File: src/sv/dcssw_pkg.sv
// Shared types, constants and helper functions for the dual counter seven-segment writer.
// Used by dcssw_front, dcssw_queue, dcssw_back and the top level; depends on nothing.
`default_nettype none

package dcssw_pkg;

   // Input and display geometry.
   localparam int ValueW         = 14;
   localparam int NumGroups      = 2;
   localparam int DigitsPerGroup = 4;
   localparam int NumDigits      = NumGroups * DigitsPerGroup;
   localparam int PosW           = $clog2(NumDigits);

   localparam logic [ValueW-1:0] MaxValue = 14'd9999;

   // Operation codes carried by the input item.
   typedef enum logic {
      OP_INIT = 1'b0,
      OP_SHOW = 1'b1
   } op_type;

   // Controller command bytes.
   localparam logic [7:0] CmdDisplayOn  = 8'h8F;
   localparam logic [7:0] CmdAutoInc    = 8'h40;
   localparam logic [7:0] CmdFixedAddr  = 8'h44;
   localparam logic [7:0] AddrBase      = 8'hC0;

   // The initialise burst: two commands, the address byte, then sixteen zero bytes.
   localparam int               InitBytes   = 19;
   localparam int               InitIdxW    = $clog2(InitBytes);
   localparam logic [InitIdxW-1:0] InitIdxOn   = InitIdxW'(0);
   localparam logic [InitIdxW-1:0] InitIdxAuto = InitIdxW'(1);
   localparam logic [InitIdxW-1:0] InitIdxAddr = InitIdxW'(2);
   localparam logic [InitIdxW-1:0] InitIdxLast = InitIdxW'(InitBytes - 1);

   // Division by ten through a reciprocal: exact for every 14-bit operand whose quotient fits QuotW bits.
   localparam logic [15:0] Recip10      = 16'd52429;
   localparam int          Recip10Shift = 19;
   localparam int          QuotW        = 10;

   localparam int QueueDepthDefault = 2;

   // One classified item as it waits between the front and the back.
   typedef struct packed {
      op_type                       op;
      logic [NumDigits-1:0][7:0]    seg;
   } entry_type;

   function automatic logic [QuotW-1:0] div10(input logic [ValueW-1:0] x);
      logic [29:0] prod;
      prod = 30'(x) * 30'(Recip10);
      return prod[Recip10Shift +: QuotW];
   endfunction

   function automatic logic [ValueW-1:0] times10(input logic [ValueW-1:0] x);
      return (x << 3) + (x << 1);
   endfunction

   // Segment pattern, bit 0 = a up to bit 6 = g.
   function automatic logic [7:0] seg_pattern(input logic [3:0] digit);
      logic [7:0] pat;
      case (digit)
         4'd0:    pat = 8'b0011_1111;
         4'd1:    pat = 8'b0000_0110;
         4'd2:    pat = 8'b0101_1011;
         4'd3:    pat = 8'b0100_1111;
         4'd4:    pat = 8'b0110_0110;
         4'd5:    pat = 8'b0110_1101;
         4'd6:    pat = 8'b0111_1101;
         4'd7:    pat = 8'b0000_0111;
         4'd8:    pat = 8'b0111_1111;
         4'd9:    pat = 8'b0110_1111;
         default: pat = 8'b0000_0000;
      endcase
      return pat;
   endfunction

endpackage

`default_nettype wire

File: src/sv/dcssw_front.sv
// Front end: accepts input items, saturates the values and turns them into segment patterns.
// Three-stage pipeline of divide-by-ten steps; depends on dcssw_pkg.
`default_nettype none

module dcssw_front (
   input  wire                          clock,
   input  wire                          reset,
   input  wire                          req_valid,
   output logic                         req_ready,
   input  wire                          req_operation,
   input  wire  [dcssw_pkg::ValueW-1:0] req_left_value,
   input  wire  [dcssw_pkg::ValueW-1:0] req_right_value,
   output logic                         push_valid,
   output dcssw_pkg::entry_type         push_entry,
   input  wire                          push_ready
);
   import dcssw_pkg::*;

   logic advance;

   logic   st1_valid_ff, st2_valid_ff, st3_valid_ff;
   op_type st1_op_ff, st2_op_ff, st3_op_ff;

   logic [ValueW-1:0] sat_in    [NumGroups];
   logic [QuotW-1:0]  q1_in     [NumGroups];
   logic [3:0]        units_in  [NumGroups];
   logic [6:0]        q2_in     [NumGroups];
   logic [3:0]        tens_in   [NumGroups];
   logic [3:0]        q3_in     [NumGroups];

   logic [ValueW-1:0] st1_sat_ff   [NumGroups];
   logic [QuotW-1:0]  st1_q1_ff    [NumGroups];
   logic [3:0]        st2_units_ff [NumGroups];
   logic [QuotW-1:0]  st2_q1_ff    [NumGroups];
   logic [6:0]        st2_q2_ff    [NumGroups];
   logic [3:0]        st3_units_ff [NumGroups];
   logic [3:0]        st3_tens_ff  [NumGroups];
   logic [6:0]        st3_q2_ff    [NumGroups];
   logic [3:0]        st3_q3_ff    [NumGroups];

   // The whole pipeline holds when its last stage cannot hand over.
   assign advance    = ~(st3_valid_ff & ~push_ready);
   assign req_ready  = advance;
   assign push_valid = st3_valid_ff;

   always_comb begin
      logic [ValueW-1:0] raw [NumGroups];
      raw[0] = req_left_value;
      raw[1] = req_right_value;
      for (int g = 0; g < NumGroups; g++) begin
         sat_in[g]   = (raw[g] > MaxValue) ? MaxValue : raw[g];
         q1_in[g]    = div10(sat_in[g]);
         units_in[g] = 4'(st1_sat_ff[g] - times10(ValueW'(st1_q1_ff[g])));
         q2_in[g]    = 7'(div10(ValueW'(st1_q1_ff[g])));
         tens_in[g]  = 4'(ValueW'(st2_q1_ff[g]) - times10(ValueW'(st2_q2_ff[g])));
         q3_in[g]    = 4'(div10(ValueW'(st2_q2_ff[g])));
      end
   end

   always_ff @(posedge clock) begin
      if (reset) begin
         st1_valid_ff <= 1'b0;
         st2_valid_ff <= 1'b0;
         st3_valid_ff <= 1'b0;
      end else if (advance) begin
         st1_valid_ff <= req_valid;
         st2_valid_ff <= st1_valid_ff;
         st3_valid_ff <= st2_valid_ff;
      end
   end

   always_ff @(posedge clock) begin
      if (advance) begin
         st1_op_ff <= op_type'(req_operation);
         st2_op_ff <= st1_op_ff;
         st3_op_ff <= st2_op_ff;
         for (int g = 0; g < NumGroups; g++) begin
            st1_sat_ff[g]   <= sat_in[g];
            st1_q1_ff[g]    <= q1_in[g];
            st2_units_ff[g] <= units_in[g];
            st2_q1_ff[g]    <= st1_q1_ff[g];
            st2_q2_ff[g]    <= q2_in[g];
            st3_units_ff[g] <= st2_units_ff[g];
            st3_tens_ff[g]  <= tens_in[g];
            st3_q2_ff[g]    <= st2_q2_ff[g];
            st3_q3_ff[g]    <= q3_in[g];
         end
      end
   end

   // Last remainder, leading-zero blanking and segment lookup.
   always_comb begin
      logic [3:0] thou, hund;
      push_entry.op = st3_op_ff;
      for (int g = 0; g < NumGroups; g++) begin
         thou = st3_q3_ff[g];
         hund = 4'(ValueW'(st3_q2_ff[g]) - times10(ValueW'(st3_q3_ff[g])));
         push_entry.seg[g*DigitsPerGroup + 0] = (thou == 4'd0) ? 8'h00 : seg_pattern(thou);
         push_entry.seg[g*DigitsPerGroup + 1] =
            (thou == 4'd0 && hund == 4'd0) ? 8'h00 : seg_pattern(hund);
         push_entry.seg[g*DigitsPerGroup + 2] =
            (thou == 4'd0 && hund == 4'd0 && st3_tens_ff[g] == 4'd0) ?
            8'h00 : seg_pattern(st3_tens_ff[g]);
         push_entry.seg[g*DigitsPerGroup + 3] = seg_pattern(st3_units_ff[g]);
      end
   end

   a_hold_when_blocked : assert property (@(posedge clock) disable iff (reset)
      (st3_valid_ff && !push_ready) |=> (st3_valid_ff && $stable(st3_op_ff)))
      else $error("front output stage changed while blocked");

   a_no_accept_when_blocked : assert property (@(posedge clock) disable iff (reset)
      (st3_valid_ff && !push_ready) |-> !req_ready)
      else $error("front accepted an item while its last stage was blocked");

endmodule

`default_nettype wire

File: src/sv/dcssw_queue.sv
// Short queue of classified items between the front and the back.
// Register-based circular buffer; depends on dcssw_pkg.
`default_nettype none

module dcssw_queue #(
   parameter int Depth = dcssw_pkg::QueueDepthDefault
) (
   input  wire                   clock,
   input  wire                   reset,
   input  wire                   push_valid,
   output logic                  push_ready,
   input  dcssw_pkg::entry_type  push_entry,
   output logic                  pop_valid,
   input  wire                   pop_ready,
   output dcssw_pkg::entry_type  pop_entry
);
   import dcssw_pkg::*;

   localparam int PtrW = $clog2(Depth);
   localparam int CntW = $clog2(Depth + 1);

   entry_type         slot_ff [Depth];
   logic [PtrW-1:0]   wr_ptr_ff, rd_ptr_ff;
   logic [CntW-1:0]   count_ff;
   logic              push, pop;

   assign push_ready = (count_ff != CntW'(Depth));
   assign pop_valid  = (count_ff != CntW'(0));
   assign push       = push_valid & push_ready;
   assign pop        = pop_valid & pop_ready;
   assign pop_entry  = slot_ff[rd_ptr_ff];

   always_ff @(posedge clock) begin
      if (reset) begin
         wr_ptr_ff <= '0;
         rd_ptr_ff <= '0;
         count_ff  <= '0;
      end else begin
         if (push) begin
            wr_ptr_ff <= (wr_ptr_ff == PtrW'(Depth - 1)) ? '0 : wr_ptr_ff + 1'b1;
         end
         if (pop) begin
            rd_ptr_ff <= (rd_ptr_ff == PtrW'(Depth - 1)) ? '0 : rd_ptr_ff + 1'b1;
         end
         if (push && !pop) begin
            count_ff <= count_ff + 1'b1;
         end else if (pop && !push) begin
            count_ff <= count_ff - 1'b1;
         end
      end
   end

   always_ff @(posedge clock) begin
      if (push) begin
         slot_ff[wr_ptr_ff] <= push_entry;
      end
   end

   a_count_bound : assert property (@(posedge clock) disable iff (reset)
      count_ff <= CntW'(Depth))
      else $error("queue fill count beyond depth");

   a_ptr_gap : assert property (@(posedge clock) disable iff (reset)
      (count_ff == CntW'(0) || count_ff == CntW'(Depth)) |-> (wr_ptr_ff == rd_ptr_ff))
      else $error("queue pointers disagree with the fill count");

endmodule

`default_nettype wire

File: src/sv/dcssw_back.sv
// Back end: walks through the byte sequence of the item at the queue head, one byte a cycle
// while the result side accepts. Drives the registered result channel; depends on dcssw_pkg.
`default_nettype none

module dcssw_back (
   input  wire                   clock,
   input  wire                   reset,
   input  wire                   pop_valid,
   output logic                  pop_ready,
   input  dcssw_pkg::entry_type  pop_entry,
   output logic                  rsp_valid,
   input  wire                   rsp_ready,
   output logic [7:0]            rsp_byte_out,
   output logic                  rsp_frame_start,
   output logic                  rsp_frame_end,
   output logic                  rsp_last
);
   import dcssw_pkg::*;

   typedef enum logic [1:0] {
      PH_CMD,
      PH_ADDR,
      PH_SEG
   } phase_type;

   phase_type             phase_ff;
   logic [PosW-1:0]       pos_ff;
   logic [InitIdxW-1:0]   idx_ff;

   logic       rsp_valid_ff, rsp_frame_start_ff, rsp_frame_end_ff, rsp_last_ff;
   logic [7:0] rsp_byte_out_ff;

   logic       emit;
   logic [7:0] byte_in;
   logic       start_in, end_in, last_in;

   assign emit      = pop_valid & (~rsp_valid_ff | rsp_ready);
   assign pop_ready = emit & last_in;

   always_comb begin
      byte_in  = 8'h00;
      start_in = 1'b0;
      end_in   = 1'b0;
      last_in  = 1'b0;
      if (pop_entry.op == OP_INIT) begin
         case (idx_ff)
            InitIdxOn: begin
               byte_in  = CmdDisplayOn;
               start_in = 1'b1;
               end_in   = 1'b1;
            end
            InitIdxAuto: begin
               byte_in  = CmdAutoInc;
               start_in = 1'b1;
               end_in   = 1'b1;
            end
            InitIdxAddr: begin
               byte_in  = AddrBase;
               start_in = 1'b1;
            end
            default: begin
               end_in  = (idx_ff == InitIdxLast);
               last_in = (idx_ff == InitIdxLast);
            end
         endcase
      end else begin
         case (phase_ff)
            PH_CMD: begin
               byte_in  = CmdFixedAddr;
               start_in = 1'b1;
               end_in   = 1'b1;
            end
            PH_ADDR: begin
               byte_in  = AddrBase | 8'({pos_ff, 1'b0});
               start_in = 1'b1;
            end
            PH_SEG: begin
               byte_in = pop_entry.seg[pos_ff];
               end_in  = 1'b1;
               last_in = (pos_ff == PosW'(NumDigits - 1));
            end
            default: begin
               byte_in = 8'h00;
            end
         endcase
      end
   end

   always_ff @(posedge clock) begin
      if (reset) begin
         rsp_valid_ff <= 1'b0;
         phase_ff     <= PH_CMD;
         pos_ff       <= '0;
         idx_ff       <= '0;
      end else begin
         if (emit) begin
            rsp_valid_ff       <= 1'b1;
            rsp_byte_out_ff    <= byte_in;
            rsp_frame_start_ff <= start_in;
            rsp_frame_end_ff   <= end_in;
            rsp_last_ff        <= last_in;
            if (last_in) begin
               phase_ff <= PH_CMD;
               pos_ff   <= '0;
               idx_ff   <= '0;
            end else if (pop_entry.op == OP_INIT) begin
               idx_ff <= idx_ff + 1'b1;
            end else begin
               case (phase_ff)
                  PH_CMD:  phase_ff <= PH_ADDR;
                  PH_ADDR: phase_ff <= PH_SEG;
                  default: begin
                     phase_ff <= PH_CMD;
                     pos_ff   <= pos_ff + 1'b1;
                  end
               endcase
            end
         end else if (rsp_ready) begin
            rsp_valid_ff <= 1'b0;
         end
      end
   end

   assign rsp_valid       = rsp_valid_ff;
   assign rsp_byte_out    = rsp_byte_out_ff;
   assign rsp_frame_start = rsp_frame_start_ff;
   assign rsp_frame_end   = rsp_frame_end_ff;
   assign rsp_last        = rsp_last_ff;

   a_last_closes_frame : assert property (@(posedge clock) disable iff (reset)
      (rsp_valid_ff && rsp_last_ff) |-> rsp_frame_end_ff)
      else $error("final byte of an item does not close its frame");

   a_idx_range : assert property (@(posedge clock) disable iff (reset)
      idx_ff <= InitIdxLast)
      else $error("initialise byte index out of range");

   a_counters_idle : assert property (@(posedge clock) disable iff (reset)
      $past(pop_ready) |-> (idx_ff == '0 && pos_ff == '0 && phase_ff == PH_CMD))
      else $error("sequencer not rewound after an item completed");

endmodule

`default_nettype wire

File: src/sv/dual_counter_seven_segment_writer.sv
// Top level of the dual counter seven-segment writer.
// Instantiates dcssw_front, dcssw_queue and dcssw_back; depends on dcssw_pkg.
`default_nettype none

// Each input item becomes a burst of bytes for a strobed serial display controller, every
// byte to be shifted out least significant bit first. An initialise item (operation 0) gives
// nineteen bytes: the display-on command, the auto-increment command, then one frame made of
// the base address and sixteen zero bytes, which clears all digits. A display item
// (operation 1) gives twenty-four bytes: for each of the eight digits a fixed-address
// command and a two-byte frame of digit address and segment pattern. Both values saturate at
// 9999, leading zeros of each four-digit group are blanked and the units digit is always
// shown. frame_start marks a byte before which the strobe goes low, frame_end one after which
// it goes high, and last marks the final byte of the item. The front end takes an item in any
// cycle in which its pipeline is not blocked and turns the values into segment patterns in
// registered steps; classified items then wait in a short queue. The back end sends exactly
// one byte per cycle while the result side accepts, and takes a new item from the queue
// only once the last byte of the current item has been sent. A result register sits on the
// output, so the next byte is taken into it as the current one is transferred. An item
// passes the front pipeline registers, a queue slot and that register on its way out.
module dual_counter_seven_segment_writer #(
   parameter int QueueDepth = dcssw_pkg::QueueDepthDefault
) (
   input  wire                          clock,
   input  wire                          reset,
   input  wire                          req_valid,
   output logic                         req_ready,
   input  wire                          req_operation,
   input  wire  [dcssw_pkg::ValueW-1:0] req_left_value,
   input  wire  [dcssw_pkg::ValueW-1:0] req_right_value,
   output logic                         rsp_valid,
   input  wire                          rsp_ready,
   output logic [7:0]                   rsp_byte_out,
   output logic                         rsp_frame_start,
   output logic                         rsp_frame_end,
   output logic                         rsp_last
);
   import dcssw_pkg::*;

   // Classified items leaving the front end.
   logic      push_valid, push_ready;
   entry_type push_entry;

   // Item at the head of the queue, held until its last byte is sent.
   logic      pop_valid, pop_ready;
   entry_type pop_entry;

   dcssw_front u_front (
      .clock           (clock),
      .reset           (reset),
      .req_valid       (req_valid),
      .req_ready       (req_ready),
      .req_operation   (req_operation),
      .req_left_value  (req_left_value),
      .req_right_value (req_right_value),
      .push_valid      (push_valid),
      .push_entry      (push_entry),
      .push_ready      (push_ready)
   );

   dcssw_queue #(
      .Depth (QueueDepth)
   ) u_queue (
      .clock      (clock),
      .reset      (reset),
      .push_valid (push_valid),
      .push_ready (push_ready),
      .push_entry (push_entry),
      .pop_valid  (pop_valid),
      .pop_ready  (pop_ready),
      .pop_entry  (pop_entry)
   );

   dcssw_back u_back (
      .clock           (clock),
      .reset           (reset),
      .pop_valid       (pop_valid),
      .pop_ready       (pop_ready),
      .pop_entry       (pop_entry),
      .rsp_valid       (rsp_valid),
      .rsp_ready       (rsp_ready),
      .rsp_byte_out    (rsp_byte_out),
      .rsp_frame_start (rsp_frame_start),
      .rsp_frame_end   (rsp_frame_end),
      .rsp_last        (rsp_last)
   );

endmodule

`default_nettype wire
File: config.mk
export PLATFORM = sky130hd
export DESIGN_NAME = dual_counter_seven_segment_writer
export DESIGN_NICKNAME = d
export VERILOG_FILES = /design/src/sv/dcssw_pkg.sv /design/src/sv/dcssw_front.sv /design/src/sv/dcssw_queue.sv /design/src/sv/dcssw_back.sv /design/src/sv/dual_counter_seven_segment_writer.sv
export SDC_FILE = /design/constraint.sdc
export NUM_CORES = 1
export LEC_CHECK = 0
export BUFFER_PORTS_ARGS = -buffer_cell sky130_fd_sc_hd__buf_2
export CAP_MARGIN = 20
export CORE_AREA = 2 2 225 227
export CTS_CLUSTER_SIZE = 24
export DETAILED_ROUTE_END_ITERATION = 6
export DIE_AREA = 0 0 227 229
export GPL_TIMING_DRIVEN = 0
export PLACE_DENSITY = 0.67
export SETUP_SLACK_MARGIN = 0.15
export SYNTH_ARGS = -nofsm -noshare
export SYNTH_HDL_FRONTEND = slang
export SYNTH_HIERARCHICAL = 1
export SYNTH_SLANG_ARGS = --single-unit
File: constraint.sdc
create_clock -name clock -period 8.2 [get_ports clock]
set_clock_uncertainty 0.2 [all_clocks]
set_input_delay 2.46 -clock clock [delete_from_list [all_inputs] [get_ports clock]]
set_output_delay 2.46 -clock clock [all_outputs]
set_load 0.1 [all_outputs]
==> flow_summary.rst <==
.. list-table::
   :header-rows: 1

   * - Metric
     - Value
   * - Result of the run
     - finished, final reports clean
   * - Worst Min Path Start
     - u_front/st2_units_ff[0][0]
   * - Ports placed on the boundary
     - 46
   * - Die height
     - 229 um
   * - Net total in the final layout
     - 2956
   * - Cell row count
     - 82
   * - Clock tree from TritonCTS
     - done
   * - CTS clock-pin slew for the worst setup and hold paths
     - 0.06 ns
   * - Total count of hold-check failures in the final report
     - 0
   * - Endpoints failing setup
     - 0
   * - Global-route wire length before repair
     - 76.02 mm
   * - Critical path endpoint category
     - flip-flop
   * - Top post-synthesis cells by count
     - ha_1 (491), inv_1 (380), edfxtp_1 (234), fa_1 (182), nor2_1 (105)
   * - Total of fill cells in the finished design
     - 4272
   * - Count of state elements after synthesis
     - 253
   * - Met3 WL
     - about 1.1 mm
   * - CTS Sinks
     - 253
   * - Gpl congestion
     - 0.8784
   * - Clk_lat worst skew
     - 0.55 ns
   * - Class of the tightest hold or removal check
     - reg2reg
   * - Total GRT Usage
     - 17.80%
   * - Area share of the largest cell type after synthesis
     - 28.68%
   * - Warning count from the yosys run
     - 6
   * - Final Slew Violations
     - 0
   * - Initial antenna violation count
     - 1
   * - Final cell area excluding filler cells
     - 0.02715 mm^2
   * - Post-Route M1 WL
     - 19.49 mm
   * - DRC violation count after routing
     - 0
   * - Arr. time, crit path
     - 8.25 ns
   * - Pin count of the biggest net entering global routing
     - 69
   * - Worst-case clock buffer depth
     - 3
   * - Dominant register cell in the synthesized netlist
     - edfxtp_1
   * - Combined area of all synthesized cells
     - 0.02450 mm^2
   * - TritonCTS Buffers
     - 28
   * - Number of max-cap violations
     - 0
   * - Count of flip-flops with a built-in enable after synthesis
     - between 200 and 250
   * - Worst-case hold path end point
     - u_front/st3_units_ff[0][0]
   * - Most area-hungry cell type in the Yosys netlist
     - edfxtp_1
   * - Timing-limited maximum frequency
     - 124.5 MHz
   * - Overall overflow remaining after global route
     - 0
   * - Ratio of cells with drive above 1 in the final layout
     - between 10% and 20%
   * - Number of different library cells in the post-synthesis netlist
     - 78
   * - Via count of the first global-routing pass
     - 16140
   * - Gate Count Post-Synth
     - 2141
   * - Post-DP HPWL
     - 36.25 mm
   * - Setup repair after global routing missed its margin
     - true
   * - Top Metal Used
     - met4
   * - Source of the worst register-to-register timing path
     - u_front/st1_q1_ff[0][4]
   * - Capturing point of the worst reg2reg path
     - u_front/st2_q2_ff[0][6]
   * - Count of nets left with antenna violations after detail routing
     - 0
   * - Number of buffers added to fix hold violations after cts
     - 0
   * - Count of TritonRoute iterations in the first routing pass
     - 6
   * - Transition time of the tightest slew-check pin
     - slightly below 0.9 ns
   * - Routed length per placed instance
     - ~15 um
   * - Vias
     - 15080
   * - Most frequent cell after synthesis
     - ha_1
   * - Top fanout value on the critical path
     - 4
   * - Multi-input gate area
     - roughly 0.016 mm^2
   * - Die ar.
     - ~0.052 mm^2
   * - H-tree depth
     - 1
   * - Combined flip-flop and latch cell area
     - 0.007407 mm^2
   * - Final clock period utilization by the worst path
     - between 90% and 100%
   * - Hold Path Stages
     - 0
   * - Core area
     - 0.04966 mm^2
   * - Mean cell area of the mapped netlist
     - 11.44 um^2
   * - Worst slew margin
     - about two fifths
   * - Iteration-0 DRC count of the detailed router
     - around 560
   * - Register-to-register path setup slack
     - ~2.7 ns
   * - Final Critical Period
     - 8.034 ns
   * - Proportion of synthesized chip area in sequential cells
     - 30.23%
   * - Clock root buffer
     - clkbuf_16
   * - Cells on worst reg2reg path
     - 16
   * - Required time of the worst setup path
     - 8.41 ns
   * - Category of the worst setup path launch point
     - input port
   * - Leading post-synthesis cells by cell area
     - edfxtp_1 (29%), ha_1 (25%), fa_1 (15%), inv_1 (5.8%), mux2_2 (3.0%)
   * - Via density per instance
     - between 5 and 6
   * - Fraction of registers with async set or reset after synthesis
     - 0%
   * - Wirelength, routed
     - 44.48 mm
   * - Routed length on met2
     - about 23 mm
   * - Port Buf Inserts
     - 41
   * - Die X
     - 227 um
   * - Initial Util
     - slightly below 50%
   * - Dpl cell area
     - ~0.026 mm^2
   * - Syn-to-layout area delta
     - 10.83%
   * - Category of the critical setup timing path
     - in2reg
   * - Number of inserted diodes
     - 0
## worst max path at each step
stage	endpoint	slack, ns	from
2_1_floorplan	u_front/st1_q1_ff[0][13]	-0.05	req_right_value[7]
3_3_place_gp	u_front/st1_q1_ff[0][19]	-0.93	req_right_value[7]
3_5_place_dp	u_front/st1_q1_ff[0][19]	-1.12	req_right_value[7]
4_1_cts	u_front/st1_q1_ff[0][19]	0.13	req_right_value[6]
5_1_grt	u_front/st1_q1_ff[0][19]	0.007	req_right_value[5]
6_report	u_front/st1_q1_ff[0][13]	0.17	req_right_value[5]
## sequential cells by signal (all words and copies together) (netlist names), 3 cells and up, named ones only
register / flops
u_front/st3_q2_ff: 8
u_front/st3_units_ff: 8
u_back/pos_ff: 3
u_front/st3_tens_ff: 8
u_front/st2_q1_ff: 8
u_front/st2_q2_ff: 14
u_queue/slot_ff: 130
u_front/st2_units_ff: 8
u_back/rsp_byte_out: 8
u_back/idx_ff: 5
u_front/st1_sat_ff: 8
u_front/st3_q3_ff: 8
u_front/st1_q1_ff: 20
## per-layer routing
metal / GRT usage [%] / vias up
li1: - / 7569
met1: 22.08 / 7287
met2: 33.30 / 179
met3: 1.527 / 42
met4: 4.003 / 0
met5: 0 / -
## area by class of cell
type / count / area share (%)
Buffer: 43 / 1.134
Sequential cell: 253 / 27.28
Inverter: 380 / 5.262
Timing Repair Buffer: 72 / 1.903
Clock inverter: 17 / 0.5991
Tap cell: 672 / 3.097
Clock buffer: 33 / 2.728
Multi-Input combinational cell: 1472 / 58.00
## critical path, cell delays in order
cell and delay (ns):
buf_12 0.11, nor4_4 0.30, nor2_2 0.08, o31ai_4 0.37
clkbuf_8 0.23, buf_6 0.11, and2_4 0.17, ha_4 0.16
ha_4 0.20, fa_1 0.53, inv_2 0.06, fa_1 0.51
inv_1 0.05, fa_1 0.47, inv_1 0.05, fa_1 0.47
inv_1 0.04, ha_2 0.17, or4_4 0.43, a221oi_4 0.25
a21oi_2 0.10, o21a_1 0.21, o21a_1 0.23, or4_1 0.40
nand3_1 0.08
## per-stage QoR
stage                     hold WS [ns]  util (%)  instances  TNS (ns)  worst slack (ns)
after floorplan                 0.2003         -       2148  -0.05093          -0.05093
after global placement          0.2010     51.71       2861    -8.139           -0.9270
after detailed placement        0.2054     51.85       2863    -10.62            -1.119
after CTS                       0.2165     54.16       2929         0            0.1280
after global routing            0.2283     54.68       2942         0          0.006729
final                           0.2160     54.68       2942         0            0.1663
## cells in the final DEF, fill, tap and decap left out, types with 19 or more instances in the layout
cell | Yosys | routed
fa_1 | 182 | 179
mux2_2 | 65 | 65
a21oi_1 | 73 | 70
buf_2 | 8 | 45
edfxtp_1 | 234 | 234
buf_4 | 10 | 36
nor2_1 | 105 | 100
clkbuf_16 | 0 | 29
nand2b_1 | 36 | 29
xor2_1 | 28 | 28
o21ai_0 | 36 | 33
inv_1 | 380 | 374
nand3_1 | 29 | 28
clkbuf_1 | 17 | 19
nand2_1 | 67 | 64
nor3_1 | 20 | 20
dfxtp_1 | 19 | 19
xnor2_1 | 81 | 80
o22ai_1 | 20 | 20
a21o_1 | 27 | 27
ha_1 | 491 | 476
## what timing repair did
action / in CTS / in global routing
pin swaps: 21 / 41
gates resized for setup: 23 / 42
endpoints found under the setup margin: 10 / 11
setup buffers: 16 / 13
## cells by family after synthesis
logic type	Yosys count	synth area share, %
xor gates and xnor gates	109	3.897
other	1	0.01531
DFF	253	30.23
AOI/OAI and AO/OA	239	6.675
and+or+nand+nor	347	7.160
muxes	96	5.138
buffers and inverters	423	6.931
adders and majority gates	673	39.95
Power is not shown: default switching activity piles up to over one toggle a cycle in this logic, so the estimate is an artifact.
